$ cat src/rtl/ifp_pkg.sv
// Shared types, codes and sizing for the IMU FIFO frame parser.
// Used by the parser front end, the command queue, the store back end and the top level.
package ifp_pkg;

   // Request operation codes
   localparam logic [1:0] OP_BYTE       = 2'd0;
   localparam logic [1:0] OP_READ_ACCEL = 2'd1;
   localparam logic [1:0] OP_READ_GYRO  = 2'd2;
   localparam logic [1:0] OP_NONE       = 2'd3;

   // Response status codes
   localparam logic [2:0] ST_CONSUMED   = 3'd0;
   localparam logic [2:0] ST_ACCEL      = 3'd1;
   localparam logic [2:0] ST_GYRO       = 3'd2;
   localparam logic [2:0] ST_DROPPED    = 3'd3;
   localparam logic [2:0] ST_READ_OK    = 3'd4;
   localparam logic [2:0] ST_READ_EMPTY = 3'd5;

   // Parser phases
   localparam logic [1:0] PH_HEADER = 2'd0;
   localparam logic [1:0] PH_SKIP   = 2'd1;
   localparam logic [1:0] PH_DATA   = 2'd2;

   // Header bits and frame enables
   localparam logic [7:0] HDR_CONTROL = 8'h40;
   localparam logic [7:0] HDR_DATA    = 8'h80;
   localparam logic [1:0] EN_GYRO     = 2'b10;
   localparam logic [1:0] EN_ACCEL    = 2'b01;
   localparam logic [3:0] WORD_BYTES  = 4'd6;

   // Command kinds passed from front end to back end
   localparam logic [1:0] CMD_NOP   = 2'd0;
   localparam logic [1:0] CMD_STORE = 2'd1;
   localparam logic [1:0] CMD_READ  = 2'd2;

   // Sample store sizing
   localparam int COUNT_W     = 11;
   localparam int COUNT_MAX   = 2047;
   localparam int STORE_DEPTH = 1024;
   localparam int CAPACITY    = (STORE_DEPTH > COUNT_MAX) ? COUNT_MAX : STORE_DEPTH;

   // Command queue sizing
   localparam int QUEUE_DEPTH = 2;
   localparam int QUEUE_PTR_W = $clog2(QUEUE_DEPTH);
   localparam int QUEUE_CNT_W = $clog2(QUEUE_DEPTH + 1);

   typedef struct packed {
      logic [1:0]        kind;
      logic              gyro;
      logic [2:0][15:0]  words;   // [0] x, [1] y, [2] z
   } cmd_type;

endpackage

$ cat src/rtl/ifp_parser.sv
// Front end of the IMU FIFO frame parser: walks headers and payload bytes.
// Emits one command per accepted request; depends on ifp_pkg.
module ifp_parser (
   input  logic             clock,
   input  logic             reset,
   input  logic             fire,
   input  logic [1:0]       operation,
   input  logic [7:0]       data_byte,
   input  logic             burst_start,
   output ifp_pkg::cmd_type cmd
);
   import ifp_pkg::*;

   logic [1:0]  phase_ff, phase_in;
   logic [3:0]  left_ff, left_in;
   logic [1:0]  en_ff, en_in;
   logic [15:0] word_ff [3];
   logic [15:0] word_in [3];
   logic [7:0]  low_ff, low_in;

   logic [1:0]  phase_c;
   logic [3:0]  left_c;
   logic [1:0]  en_c;
   logic [3:0]  left_dec;
   logic [3:0]  idx_raw;
   logic [2:0]  idx;
   logic [3:0]  kind;
   logic [1:0]  en_next;

   always_comb begin
      // burst start drops any partial frame before the request acts
      phase_c  = burst_start ? PH_HEADER : phase_ff;
      left_c   = burst_start ? 4'd0 : left_ff;
      en_c     = burst_start ? 2'd0 : en_ff;

      phase_in = phase_c;
      left_in  = left_c;
      en_in    = en_c;
      word_in  = word_ff;
      low_in   = low_ff;

      left_dec = 4'd0;
      idx_raw  = 4'd0;
      idx      = 3'd0;
      en_next  = 2'd0;
      kind     = data_byte[5:2];

      cmd.kind  = CMD_NOP;
      cmd.gyro  = 1'b0;
      cmd.words = '0;

      case (operation)
         OP_READ_ACCEL: begin
            cmd.kind = CMD_READ;
            cmd.gyro = 1'b0;
         end
         OP_READ_GYRO: begin
            cmd.kind = CMD_READ;
            cmd.gyro = 1'b1;
         end
         OP_BYTE: begin
            case (phase_c)
               PH_SKIP: begin
                  left_dec = (left_c != 4'd0) ? left_c - 4'd1 : 4'd0;
                  left_in  = left_dec;
                  if (left_dec == 4'd0) begin
                     phase_in = PH_HEADER;
                  end
               end
               PH_DATA: begin
                  idx_raw = (left_c > WORD_BYTES) ? 4'd0 : WORD_BYTES - left_c;
                  idx     = (idx_raw > 4'd5) ? 3'd5 : idx_raw[2:0];
                  if (!idx[0]) begin
                     low_in = data_byte;
                  end else begin
                     word_in[idx[2:1]] = {data_byte, low_ff};
                  end
                  left_in = 4'd5 - {1'b0, idx};
                  if (left_in == 4'd0) begin
                     cmd.kind     = CMD_STORE;
                     cmd.gyro     = (en_c & EN_GYRO) != 2'd0;
                     cmd.words[0] = word_in[0];
                     cmd.words[1] = word_in[1];
                     cmd.words[2] = word_in[2];
                     // gyro triple goes first; accel may follow in the same frame
                     en_next      = en_c & (cmd.gyro ? EN_ACCEL : 2'd0);
                     en_in        = en_next;
                     if (en_next != 2'd0) begin
                        left_in = WORD_BYTES;
                     end else begin
                        phase_in = PH_HEADER;
                     end
                  end
               end
               default: begin
                  phase_in = PH_HEADER;
                  if ((data_byte & HDR_CONTROL) != 8'd0) begin
                     case (kind)
                        4'd0: begin
                           phase_in = PH_SKIP;
                           left_in  = 4'd1;
                        end
                        4'd1: begin
                           phase_in = PH_SKIP;
                           left_in  = 4'd2;
                        end
                        4'd2: begin
                           phase_in = PH_SKIP;
                           left_in  = 4'd4;
                        end
                        default: ;
                     endcase
                  end else if ((data_byte & HDR_DATA) != 8'd0) begin
                     en_in = kind[1:0];
                     if (kind[1:0] != 2'd0) begin
                        phase_in = PH_DATA;
                        left_in  = WORD_BYTES;
                     end
                  end
               end
            endcase
         end
         default: ;
      endcase
   end

   always_ff @(posedge clock) begin
      if (reset) begin
         phase_ff <= PH_HEADER;
         left_ff  <= 4'd0;
         en_ff    <= 2'd0;
      end else if (fire) begin
         phase_ff <= phase_in;
         left_ff  <= left_in;
         en_ff    <= en_in;
      end
   end

   always_ff @(posedge clock) begin
      if (fire) begin
         word_ff <= word_in;
         low_ff  <= low_in;
      end
   end

`ifndef ASSERT_OFF
   a_skip_count: assert property (@(posedge clock) disable iff (reset)
      phase_ff == PH_SKIP |-> left_ff != 4'd0)
      else $error("skip phase with no bytes left");
   a_data_state: assert property (@(posedge clock) disable iff (reset)
      phase_ff == PH_DATA |-> (en_ff != 2'd0 && left_ff != 4'd0 && left_ff <= WORD_BYTES))
      else $error("data phase with bad enables or byte count");
`endif

endmodule

$ cat src/rtl/ifp_cmd_queue.sv
// Short command queue between the parser front end and the store back end.
// Depends on ifp_pkg for the command type and depth.
module ifp_cmd_queue (
   input  logic             clock,
   input  logic             reset,
   input  logic             push,
   input  ifp_pkg::cmd_type push_cmd,
   output logic             full,
   input  logic             pop,
   output logic             pop_valid,
   output ifp_pkg::cmd_type pop_cmd
);
   import ifp_pkg::*;

   cmd_type                 entry_ff [QUEUE_DEPTH];
   logic [QUEUE_PTR_W-1:0]  wr_ptr_ff, wr_ptr_in;
   logic [QUEUE_PTR_W-1:0]  rd_ptr_ff, rd_ptr_in;
   logic [QUEUE_CNT_W-1:0]  count_ff, count_in;

   assign full      = count_ff == QUEUE_CNT_W'(QUEUE_DEPTH);
   assign pop_valid = count_ff != '0;
   assign pop_cmd   = entry_ff[rd_ptr_ff];

   always_comb begin
      wr_ptr_in = push ? wr_ptr_ff + 1'b1 : wr_ptr_ff;
      rd_ptr_in = pop  ? rd_ptr_ff + 1'b1 : rd_ptr_ff;
      count_in  = count_ff + QUEUE_CNT_W'(push) - QUEUE_CNT_W'(pop);
   end

   always_ff @(posedge clock) begin
      if (reset) begin
         wr_ptr_ff <= '0;
         rd_ptr_ff <= '0;
         count_ff  <= '0;
      end else begin
         wr_ptr_ff <= wr_ptr_in;
         rd_ptr_ff <= rd_ptr_in;
         count_ff  <= count_in;
      end
   end

   always_ff @(posedge clock) begin
      if (push) begin
         entry_ff[wr_ptr_ff] <= push_cmd;
      end
   end

`ifndef ASSERT_OFF
   a_no_underflow: assert property (@(posedge clock) disable iff (reset)
      !(pop && count_ff == '0))
      else $error("command queue popped while empty");
   a_no_overflow: assert property (@(posedge clock) disable iff (reset)
      !(push && !pop && count_ff == QUEUE_CNT_W'(QUEUE_DEPTH)))
      else $error("command queue pushed while full");
`endif

endmodule

$ cat src/rtl/ifp_store.sv
// Back end of the IMU FIFO frame parser: sample counts, latest triples, response register.
// Depends on ifp_pkg for the command type, status codes and capacity.
module ifp_store (
   input  logic             clock,
   input  logic             reset,
   input  logic             cmd_valid,
   input  ifp_pkg::cmd_type cmd,
   output logic             cmd_pop,
   output logic             rsp_valid,
   input  logic             rsp_ready,
   output logic [2:0]       rsp_status,
   output logic [47:0]      rsp_samples
);
   import ifp_pkg::*;

   localparam logic [COUNT_W-1:0] CAP = COUNT_W'(CAPACITY);

   logic [COUNT_W-1:0] acnt_ff, acnt_in;
   logic [COUNT_W-1:0] gcnt_ff, gcnt_in;
   logic [2:0][15:0]   accel_ff, accel_in;
   logic [2:0][15:0]   gyro_ff, gyro_in;
   logic               valid_ff, valid_in;
   logic [2:0]         status_ff, status_in;
   logic [47:0]        samples_ff, samples_in;
   logic [COUNT_W-1:0] cnt_sel;

   assign cmd_pop     = cmd_valid && (!valid_ff || rsp_ready);
   assign rsp_valid   = valid_ff;
   assign rsp_status  = status_ff;
   assign rsp_samples = samples_ff;

   always_comb begin
      acnt_in    = acnt_ff;
      gcnt_in    = gcnt_ff;
      accel_in   = accel_ff;
      gyro_in    = gyro_ff;
      status_in  = ST_CONSUMED;
      samples_in = '0;
      cnt_sel    = cmd.gyro ? gcnt_ff : acnt_ff;

      case (cmd.kind)
         CMD_STORE: begin
            samples_in = cmd.words;
            if (cnt_sel >= CAP) begin
               status_in = ST_DROPPED;
            end else if (cmd.gyro) begin
               status_in = ST_GYRO;
               gyro_in   = cmd.words;
               gcnt_in   = gcnt_ff + 1'b1;
            end else begin
               status_in = ST_ACCEL;
               accel_in  = cmd.words;
               acnt_in   = acnt_ff + 1'b1;
            end
         end
         CMD_READ: begin
            if (cnt_sel != '0) begin
               status_in  = ST_READ_OK;
               samples_in = cmd.gyro ? gyro_ff : accel_ff;
            end else begin
               status_in = ST_READ_EMPTY;
            end
            // a read always clears the count it looked at
            if (cmd.gyro) begin
               gcnt_in = '0;
            end else begin
               acnt_in = '0;
            end
         end
         default: ;
      endcase

      if (cmd_pop) begin
         valid_in = 1'b1;
      end else if (rsp_ready) begin
         valid_in = 1'b0;
      end else begin
         valid_in = valid_ff;
      end
   end

   always_ff @(posedge clock) begin
      if (reset) begin
         acnt_ff  <= '0;
         gcnt_ff  <= '0;
         accel_ff <= '0;
         gyro_ff  <= '0;
         valid_ff <= 1'b0;
      end else begin
         valid_ff <= valid_in;
         if (cmd_pop) begin
            acnt_ff  <= acnt_in;
            gcnt_ff  <= gcnt_in;
            accel_ff <= accel_in;
            gyro_ff  <= gyro_in;
         end
      end
   end

   always_ff @(posedge clock) begin
      if (cmd_pop) begin
         status_ff  <= status_in;
         samples_ff <= samples_in;
      end
   end

`ifndef ASSERT_OFF
   a_count_cap: assert property (@(posedge clock) disable iff (reset)
      acnt_ff <= CAP && gcnt_ff <= CAP)
      else $error("sample count above capacity");
`endif

endmodule

$ cat src/rtl/imu_fifo_frame_parser_unit.sv
// Top level of the IMU FIFO frame parser: parser front end, command queue, store back end.
// Depends on ifp_pkg, ifp_parser, ifp_cmd_queue and ifp_store.
//
//   channel   direction   tdata                      tuser
//   req_      in          data_byte[7:0]             operation[1:0], burst_start[2]
//   rsp_      out         x[15:0] y[31:16] z[47:32]  status[2:0]
//
// One request per cycle is accepted while the command queue is not full; each gives exactly one response.
// A request is registered in the command queue and then in the store's response register before its response leaves.
// req_tready drops only when the two-entry command queue is full.
// Reset clears parse state, sample counts, latest triples and the queue.
module imu_fifo_frame_parser_unit (
   input  logic        clock,
   input  logic        reset,
   input  logic        req_tvalid,
   output logic        req_tready,
   input  logic [7:0]  req_tdata,    // data_byte[7:0]
   input  logic [2:0]  req_tuser,    // operation[1:0], burst_start[2]
   output logic        rsp_tvalid,
   input  logic        rsp_tready,
   output logic [47:0] rsp_tdata,    // sample_x[15:0], sample_y[31:16], sample_z[47:32]
   output logic [2:0]  rsp_tuser     // status[2:0]
);
   import ifp_pkg::*;

   logic    req_fire;
   logic    queue_full;
   logic    queue_valid;
   logic    queue_pop;
   cmd_type front_cmd;
   cmd_type back_cmd;

   assign req_tready = !queue_full;
   assign req_fire   = req_tvalid && req_tready;

   ifp_parser u_parser (
      .clock       (clock),
      .reset       (reset),
      .fire        (req_fire),
      .operation   (req_tuser[1:0]),
      .data_byte   (req_tdata),
      .burst_start (req_tuser[2]),
      .cmd         (front_cmd)
   );

   ifp_cmd_queue u_queue (
      .clock     (clock),
      .reset     (reset),
      .push      (req_fire),
      .push_cmd  (front_cmd),
      .full      (queue_full),
      .pop       (queue_pop),
      .pop_valid (queue_valid),
      .pop_cmd   (back_cmd)
   );

   ifp_store u_store (
      .clock       (clock),
      .reset       (reset),
      .cmd_valid   (queue_valid),
      .cmd         (back_cmd),
      .cmd_pop     (queue_pop),
      .rsp_valid   (rsp_tvalid),
      .rsp_ready   (rsp_tready),
      .rsp_status  (rsp_tuser),
      .rsp_samples (rsp_tdata)
   );

endmodule

$ cat config.mk
export PLATFORM = sky130hd
export DESIGN_NAME = imu_fifo_frame_parser_unit
export DESIGN_NICKNAME = d
export VERILOG_FILES = /design/src/rtl/ifp_pkg.sv /design/src/rtl/ifp_parser.sv /design/src/rtl/ifp_cmd_queue.sv /design/src/rtl/ifp_store.sv /design/src/rtl/imu_fifo_frame_parser_unit.sv
export SDC_FILE = /design/constraint.sdc
export NUM_CORES = 1
export LEC_CHECK = 0
export BUFFER_PORTS_ARGS = -buffer_cell sky130_fd_sc_hd__clkbuf_2
export CORE_ASPECT_RATIO = 0.9
export CORE_MARGIN = 1
export CORE_UTILIZATION = 31
export DETAILED_ROUTE_END_ITERATION = 10
export HOLD_SLACK_MARGIN = 0.06
export PLACE_DENSITY = 0.57
export SETUP_SLACK_MARGIN = 0.4
export SLEW_MARGIN = 20
export SYNTH_ARGS = -nofsm -noshare
export SYNTH_HDL_FRONTEND = slang
export SYNTH_SLANG_ARGS = --single-unit
$ cat constraint.sdc
create_clock -name clock -period 4.65 [get_ports clock]
set_input_delay 0.465 -clock clock [delete_from_list [all_inputs] [get_ports clock]]
set_output_delay 0.465 -clock clock [all_outputs]
set_load 0.02 [all_outputs]
==> results of run 1 <==
-- kinds of logic after synthesis --
group	Yosys count	synth area share, %
flip-flops	341	61.6
AND/OR/NAND/NOR	298	10.3
AO/OA/AOI/OAI	200	11.3
multiplexers	152	11.1
buffers and inverters	98	3.40
XOR/XNOR	23	1.39
adder cells (fa/ha/maj)	12	1.04
-- flip-flops by register name, summed over array words and instances, names as in the netlist, 3 cells and up, named ones only --
name	count
u_parser.low_ff	8
u_parser.word_ff	48
u_store.accel_ff	48
u_store.gyro_ff	48
u_store.rsp_samples	48
u_store.gcnt_ff	11
u_store.rsp_status	3
u_queue.entry_ff	102
u_store.acnt_ff	11
u_parser.left_ff	4
-- synthesized netlist by cell type (3+ instances only) --
| cell type | count |
|---|---|
| edfxtp_1 | 209 |
| xor2_1 | 18 |
| and4_1 | 4 |
| nand2b_1 | 7 |
| buf_4 | 4 |
| clkbuf_1 | 34 |
| a31oi_1 | 3 |
| mux2_2 | 48 |
| nand2_1 | 21 |
| or4_1 | 4 |
| nor2b_1 | 56 |
| buf_2 | 28 |
| nand3_1 | 13 |
| inv_1 | 20 |
| and3_1 | 10 |
| buf_6 | 10 |
| a21oi_1 | 11 |
| nor4_1 | 5 |
| a211oi_1 | 56 |
| nor2_1 | 142 |
| and2_1 | 3 |
| ha_1 | 12 |
| nor3_1 | 12 |
| a211oi_2 | 40 |
| o22ai_1 | 50 |
| o21ai_0 | 10 |
| or3_1 | 3 |
| mux2i_1 | 100 |
| dfxtp_1 | 132 |
| nand4_1 | 6 |
| xnor2_1 | 5 |
| nor3b_1 | 4 |
-- worst paths after layout --
path,startpoint,to,slack (ps),cells past startpoint
setup / recovery,u_parser.left_ff[1],u_queue.entry_ff[0][32],1160,12
hold / removal,req_tdata[0],u_parser.low_ff[0],310,1
hold reg to reg,u_store.accel_ff[4],u_store.accel_ff[4],500,2
setup reg to reg,u_parser.left_ff[1],u_queue.entry_ff[0][32],1160,12
-- layout make-up --
class,count,area [sq um]
inverters,20,75.1
multi-input cells,685,5110
fillers,4486,29100
well taps,608,761
clock buffers,53,1050
clock inverters,14,206
repair buffers,83,483
flip-flops and latches,341,8920
-- layer usage --
| metal | part of all wire (%) | routed length, um |
|---|---|---|
| met4 | 2.0 | 651 |
| met1 | 48 | 15600 |
| met2 | 47 | 15300 |
| met3 | 3.1 | 1000 |
| met5 | 0 | 0 |
-- worst max-delay path: stages (launching register included) --
cell and delay (ps):
dfxtp_1 510, nor2b_1 220, inv_1 60, ha_1 410, nor4_1 530, inv_1 100
ha_1 380, nand2b_1 90, a2111oi_1 260, a31o_2 210, nand3_2 100, buf_12 210
nor2b_1 200
-- cells in the final DEF (no fill, tap or decap), types with 15 or more instances in the layout --
master and n:
a211oi_1 56, a211oi_2 40, buf_4 15, clkbuf_16 38, clkbuf_2 66, dfxtp_1 131, edfxtp_1 209, inv_1 20
mux2_2 48, mux2i_1 100, nand2_1 21, nor2_1 140, nor2b_1 56, o22ai_1 50, xor2_1 18
-- where the power goes --
group          leakage [nW]  internal (mW)  switching (mW)
clock network         0.610           1.85            1.17
logic                  1.96          0.679            1.40
registers              3.03           3.81           0.184
total                  5.60           6.33            2.75
-- metrics by stage --
step | setup WS (ps) | instances | utilization (%) | hold WS (ps) | total power [mW]
after global placement | 1040 | 1737 | 33.5 | 485 | 6.13
after detailed placement | 963 | 1737 | 33.5 | 490 | 6.18
after floorplan | 611 | 1124 | - | 463 | 5.54
after CTS | 1180 | 1804 | 36.3 | 312 | 9.22
final | 1160 | 1804 | 36.3 | 312 | 9.09
after global routing | 879 | 1804 | 36.3 | 316 | 9.52
==> results.md, run 1 <==
Outcome:
- The run finished with clean final reports.

Floorplanning:
- The die boundary height is 207 um.
- For this configuration, the core starts out at a cell density of 31.7%.
- In this run the count of I/O pins placed on the die edge is 68.
- The total area inside the core boundary comes to approximately 46000 sq um.
- Measured along the x axis, the die boundary spans 230 um.
- The site row count is 74.
- The die covers between 40000 and 50000 sq um.

Synthesis:
- The number of nets produced by synthesis is 1151.
- The number of enable flip-flop cells after synthesis is between 200 and 250.
- The total standard cell area after synthesis is 14500 sq um.
- Counting distinct cell types in the post-synthesis netlist gives 65.
- Summed over all instances, the cell type with the most area after synthesis is edfxtp_1.
- Sorting the synthesized cells by area gives the leading types as edfxtp_1, dfxtp_1, mux2i_1.
- The number of warnings issued by yosys is 0.
- The cell count after synthesis is 1124.
- The average footprint of a synthesized cell is 12.9 sq um.
- In this run, synthesis produced a sequential element count of roughly 340.
- The area share of the leading cell type in the synthesized netlist is between 40% and 50%.
- Of all flip-flops after synthesis, the portion carrying an async set or reset was 0%.
- For this run, the leading register cell type out of synthesis is edfxtp_1.
- The sequential share of the synthesized area is about three fifths.

Pwr:
- The areal power density over the cells is 548 nW/um^2.
- The standby leakage power is 5.60 nW.
- The worst voltage drop across the vdd grid is 0.230 mV.

Timing:
- The count of final hold-check violations is 0.
- The final setup skew is 12.3 ps.
- The routed design could run at a clock period as short as 3490 ps.
- Setup violations remaining at the end of the flow were counted as 0.
- The number of max-slew violations in the final report is 0.
- The summed negative setup slack over all endpoints is 0 ps.
- Setup repair after global routing left no endpoint under its margin.
- The timing-limited maximum frequency is about 0.29 GHz.
- Dividing the final minimum period by the clock period gives 75.1%.
- At the pin with the least slew margin, the transition time is ~1000 ps.
- Measured against its own limit, the worst slew margin works out to 30.2%.

Cells and area:
- Relative to the synthesized area, the layout overhead comes to 14.6%.
- The number of nets in the layout is 1195.
- The final cell area excluding filler cells is between 15000 and 20000 sq um.
- The proportion of layout cells with a drive suffix above 1 is 20.6%.
- The diode insertion count for antenna repair is 0.

Global routing:
- Global routing consumed, on the met1 layer, 18.9% of the routing resources.
- The final global-route overflow total is 0.
- The number of antenna violations at the first check in global routing was 0.
- The met2 demand-to-capacity share in global routing is between 20% and 30%.
- The busiest layer in global routing is met2.
- The met3 global-route usage is ~2.1%.
- The number of global-route vias before repair came to ~8800.
- Entering global routing, the biggest net connects 75 pins.
- The all-layer global routing usage is a little over an eighth.
- The first-pass GRT wire length is ~51000 um.

Clocking:
- The count of buffers added by post-CTS timing repair for setup is 0.
- TritonCTS built the clock tree.
- The CTS clock-pin slew for the worst setup and hold paths is 60 ps.
- The number of buffers between clock root and the deepest sink is 3.
- The hold buffer count at cts is 0.
- In this run the clock root is driven by a clkbuf_16.
- The clock network latency to the later pin of the worst-skew pair is 530 ps.
- The post-CTS resize count is 0.
- In this run the number of H-tree levels came out at 2.
- The number of buffers created by CTS is 37.
- CTS saw 341 sinks.

Drt:
- The detailed router placed 8896 vias in this run.
- In the routed layout, each cell is associated on average with a via count of 4.93.
- The number of DRC violations after detailed-routing iteration 0 is between 600 and 700.
- The number of antenna-violating nets in the routed design is 0.
- The routed wire length is between 30000 and 40000 um.
- The first-pass iteration count of the detailed router is 5.
- Dividing the detail-routed wire length by the instance count gives between 15 and 20 um.
- In the routed design, unresolved DRC markers number 0.

Placed design:
- The final HPWL from detailed placement is 20400 um.
- The area after detailed placement is 15300 sq um.
- The final weighted congestion in routability-driven placement is slightly below 0.8.
- The number of port buffers is 67.

Setup path:
- At the worst endpoint, the required time is 5010 ps.
- In this run the worst path has a maximum fanout of 50.
- The worst setup path is of the register to register kind.
- The arrival time at the worst endpoint is about 3900 ps.
- The endpoint type of the worst setup path is a register.
- The startpoint type of the worst setup path is a register.

Hold path:
- In this run the worst hold path is classified as input port to register.

Job:
- The tool flagged a number of max-cap violations equal to 0.
Power figures use the tool's default switching activity.
==> run 2, diff against run 1 <==
ABC_AREA = 1   (was not set)
PLACE_DENSITY = 0.58   (was 0.57)
clock period = 2.9 ns   (was 4.65 ns; I/O delays follow)
==> results.md, run 2 <==
Timing:
- The tightest slew margin relative to the limit is 50.8% (+21 points).
- The post-route fraction of the period consumed by the critical path is 81.1% (+6.0 points).
- The final setup skew is 16.8 ps (+4.47 ps).
- The number of setup violations in the final report is 0 (unchanged).
- Setup repair after global routing could not meet its margin everywhere.
- The timing-limited maximum frequency came to 0.425 GHz (+48%).
- The shortest clock period the worst path allows after layout came to 2350 ps (-1140 ps).
- The transition time of the tightest slew-check pin came to 738 ps (-310 ps).
- The number of max-slew violations in the final report is 0 (unchanged).
- The summed negative setup slack over all endpoints was 0 ps (unchanged).
- The count of final hold-check violations is 0 (unchanged).

Cells and area:
- The most common cell after layout, fill and taps aside is nand2_1.
- The number of nets in the layout is 1746 (+46%).
- The number of fill cells was 4811 (+7.2%).
- The area occupied by multi-input gates came to 4900 sq um (-4.0%).
- The area added between synthesis and finish is 17.3%.
- The proportion of layout cells with a drive suffix above 1 is 13.0% (-7.6 points).
- In the layout the commonest cells are nand2_1, inv_1, edfxtp_1, a21oi_1, o21ai_0.
- The flip-flop count of the largest register after layout came to 102 (unchanged).
- The footprint of the flip-flops and latches was 8920 sq um (about the same).
- The register with the highest flop count is u_queue.entry_ff.
- The final cell area excluding filler cells is 17600 sq um (+6.0%).

Synthesis:
- The post-synthesis cell type with the largest combined area is edfxtp_1.
- The total standard cell area after synthesis is 15000 sq um (+3.5%).
- The number of enable flip-flop cells after synthesis is 209 (unchanged).
- The fraction of registers with async set/reset came to 0% (unchanged).
- The area share of the leading cell type in the synthesized netlist is 41.8% (-1.5 points).
- Counting instances in the post-synthesis netlist gives the leading cell types as nand2_1, inv_1, edfxtp_1.
- The sequential share of the synthesized area was 59.5% (-2.1 points).
- The number of library cell types mapped by synthesis is 38 (-42%).
- The average footprint of a synthesized cell was 8.99 sq um (-30%).
- The most common cell in the synthesized netlist is nand2_1.
- The number of warnings issued by yosys came to 0 (unchanged).
- The count of state elements after synthesis is 341 (unchanged).
- The number of nets produced by synthesis is 1696 (+47%).
- Among all flip-flop cells after synthesis, the most frequent one is edfxtp_1.
- Ranked by total cell area, the synthesized netlist is headed by edfxtp_1, dfxtp_1, nand2_1.
- The cell count after synthesis is 1669 (+48%).

Clocking:
- The TritonCTS sink count was 341 (unchanged).
- The total number of H-tree levels is 2 (unchanged).
- TritonCTS built the clock tree.
- The number of buffers created by CTS is 38 (+2.7%).
- The clock network latency to the later pin of the worst-skew pair is 540 ps (about the same).
- The CTS clock-pin slew for the worst setup and hold paths was 60 ps (about the same).
- The number of buffers between clock root and the deepest sink was 3 (unchanged).
- The cell chosen for the clock root is clkbuf_16.

Floorplanning:
- The I/O pin count was 68 (unchanged).
- The die boundary height is 211 um (+1.7%).
- The area of the core region is 47800 sq um (+4.6%).
- The x dimension of the die is 234 um (+1.7%).
- The starting utilization of the core area is 31.4% (-0.32 points).
- The site row count is 76 (+2.7%).
- The die area is 49300 sq um (+3.5%).

Drt:
- The detailed-route via count is 11302 (+27%).
- The detailed router used layers up to and including met4.
- The total length of routed met2 wires is 16800 um (+9.8%).
- The via-per-instance ratio came to 4.76 (-3.5%).
- The total routed wire length on the met1 layer is 16900 um (+7.9%).
- The first-pass iteration count of the detailed router is 8 (+3).
- The number of design rule violations left after detail routing was 20 (+20).
- The number of antenna-violating nets in the routed design is 0 (unchanged).
- The wire length per cell was 15.1 um (-16%).
- The length of routed met3 wiring is 1560 um (+56%).
- The routed wire length is 36000 um (+10%).
- The number of DRC violations after detailed-routing iteration 0 is 871 (+38%).

Global routing:
- The final global-route overflow total is 0 (unchanged).
- The all-layer global routing usage is 14.7% (+1.0 points).
- The first-pass GRT wire length came to 57600 um (+12%).
- The number of global-route vias before repair is 10710 (+21%).
- The largest net degree at the start of global routing came to 97 (+29%).
- The number of antenna violations at the first check in global routing came to 0 (unchanged).

Setup path:
- The launch instance of the worst register-to-register path is u_parser.left_ff[0].
- By startpoint and endpoint, the worst setup path is classified as register to register.
- The worst setup path is captured at a register.
- The worst setup path is launched from a register.
- The register-to-register setup slack is 550 ps (-610 ps).
- The data required time of the critical path is 3280 ps (-1730 ps).
- The first element of the critical path is u_parser.left_ff[0].
- The maximum fanout count along the critical path is 12 (-76%).
- The arrival time at the worst endpoint is 2730 ps (-1120 ps).
- The end of the worst register-to-register path is u_queue.entry_ff[1][45].
- The number of cell instances on the worst register-to-register path is 12 (unchanged).

Outcome:
- The flow ran to the end, but the final reports show violations.
- The final reports fail on design-rule violations.

Pwr:
- The areal power density over the cells is 902 nW/um^2 (+65%).
- The standby leakage power came to 6.69 nW (+20%).
- The worst voltage drop across the vdd grid came to 0.499 mV (+120%).

Placed design:
- The area after detailed placement came to 16000 sq um (+4.2%).
- The final HPWL from detailed placement was 21400 um (+5.1%).
- The number of port buffers is 67 (unchanged).
- The final weighted congestion in routability-driven placement came to 0.815 (+3.1%).

Hold path:
- The hold-critical path depth is 4 (+3).
- For hold timing, the worst endpoint is u_store.rsp_valid.
- The startpoint of the most critical hold path is rsp_tready.
- The tightest min-delay check is of the input port to register type.

Job:
- The max-capacitance violation count came to 0 (unchanged).
run 2: cell types whose count changed after synthesis, sizes merged, moves of 43 or more:
cell    previous run  this run
a211oi            96         1
o21ai             10       206
mux2              51         0
nand4              6        60
mux2i            101         0
o22ai             50         2
nand2             21       357
nor2b             56         0
a21oi             11       200
nor2             143       100
inv               20       226
run 2: worst max-delay path, stage by stage (launching register included):
cell       delay [ps]
dfxtp_4           370
nand2_4            90
ha_1              330
inv_2              90
nand2_2            80
nor2_4            130
inv_1              80
ha_4              280
nand3_2           110
nor2_4            180
inv_4             100
clkbuf_16         200
nor2_1            150
run 2: metrics by stage:
stage | power (mW) | utilization, % | cells | setup slack [ps] | hold slack [ps]
final | 15.9 | 36.8 | 2374 | 547 | 102
after global placement | 11.0 | 33.4 | 2289 | 297 | 430
after global routing | 16.8 | 36.8 | 2372 | 388 | 115
after detailed placement | 11.0 | 33.4 | 2289 | 230 | 434
after floorplan | 9.52 | - | 1669 | 145 | 389
after CTS | 16.0 | 36.4 | 2367 | 396 | 79.3
run 2: cells by family (layout without fill, tap and decap cells):
kind of cell    count (synthesis)  count (layout)  share of synthesized area [%]
compound gates                412             412                           14.0
xor+xnor                        5               5                          0.292
fa+ha+maj                      12              12                           1.00
buf+inv                       325             404                           8.87
flops                         341             341                           59.5
other cells                     0               2                              0
simple gates                  574             574                           16.4
run 2: area by class of cell:
type / instances / share of cell area, %
clock inverter: 18 / 1.27
timing repair buffer: 108 / 4.76
antenna: 2 / 0.0284
sequential: 341 / 50.7
multi-input combinational: 1003 / 27.9
tap: 624 / 4.44
clock buffer: 51 / 6.03
inverter: 227 / 4.87
run 2: worst max-delay path by stage:
stage                         endpoint  slack (ps)  cells after the start
2_1_floorplan   u_queue.entry_ff[1][0]         150                      5
3_3_place_gp   u_queue.entry_ff[0][23]         300                     14
3_5_place_dp   u_queue.entry_ff[0][19]         230                     14
4_1_cts             u_store.gcnt_ff[9]         400                     11
5_1_grt             u_store.gcnt_ff[9]         390                     11
6_report       u_queue.entry_ff[1][45]         550                     12
run 2: per-layer routing:
metal  vias to the layer above  global-route usage [%]
met4                         0                    4.64
li1                       5684                       -
met3                        49                    1.92
met2                       231                    24.3
met1                      5338                    19.9
met5                         -                       0
run 2: power breakdown:
part,internal (mW),switching [mW]
Sequential,6.14,0.260
Combinational,1.09,3.45
Clock,3.02,1.91
Total,10.3,5.62
run 2: timing repair:
action,4_1_cts,5_1_grt
pin swaps,0,3
resized for setup,4,47
setup buffers,0,3
setup endpoints to repair,103,151
hold endpoints to repair,8,0
hold buffers,8,0
cloned,1,2
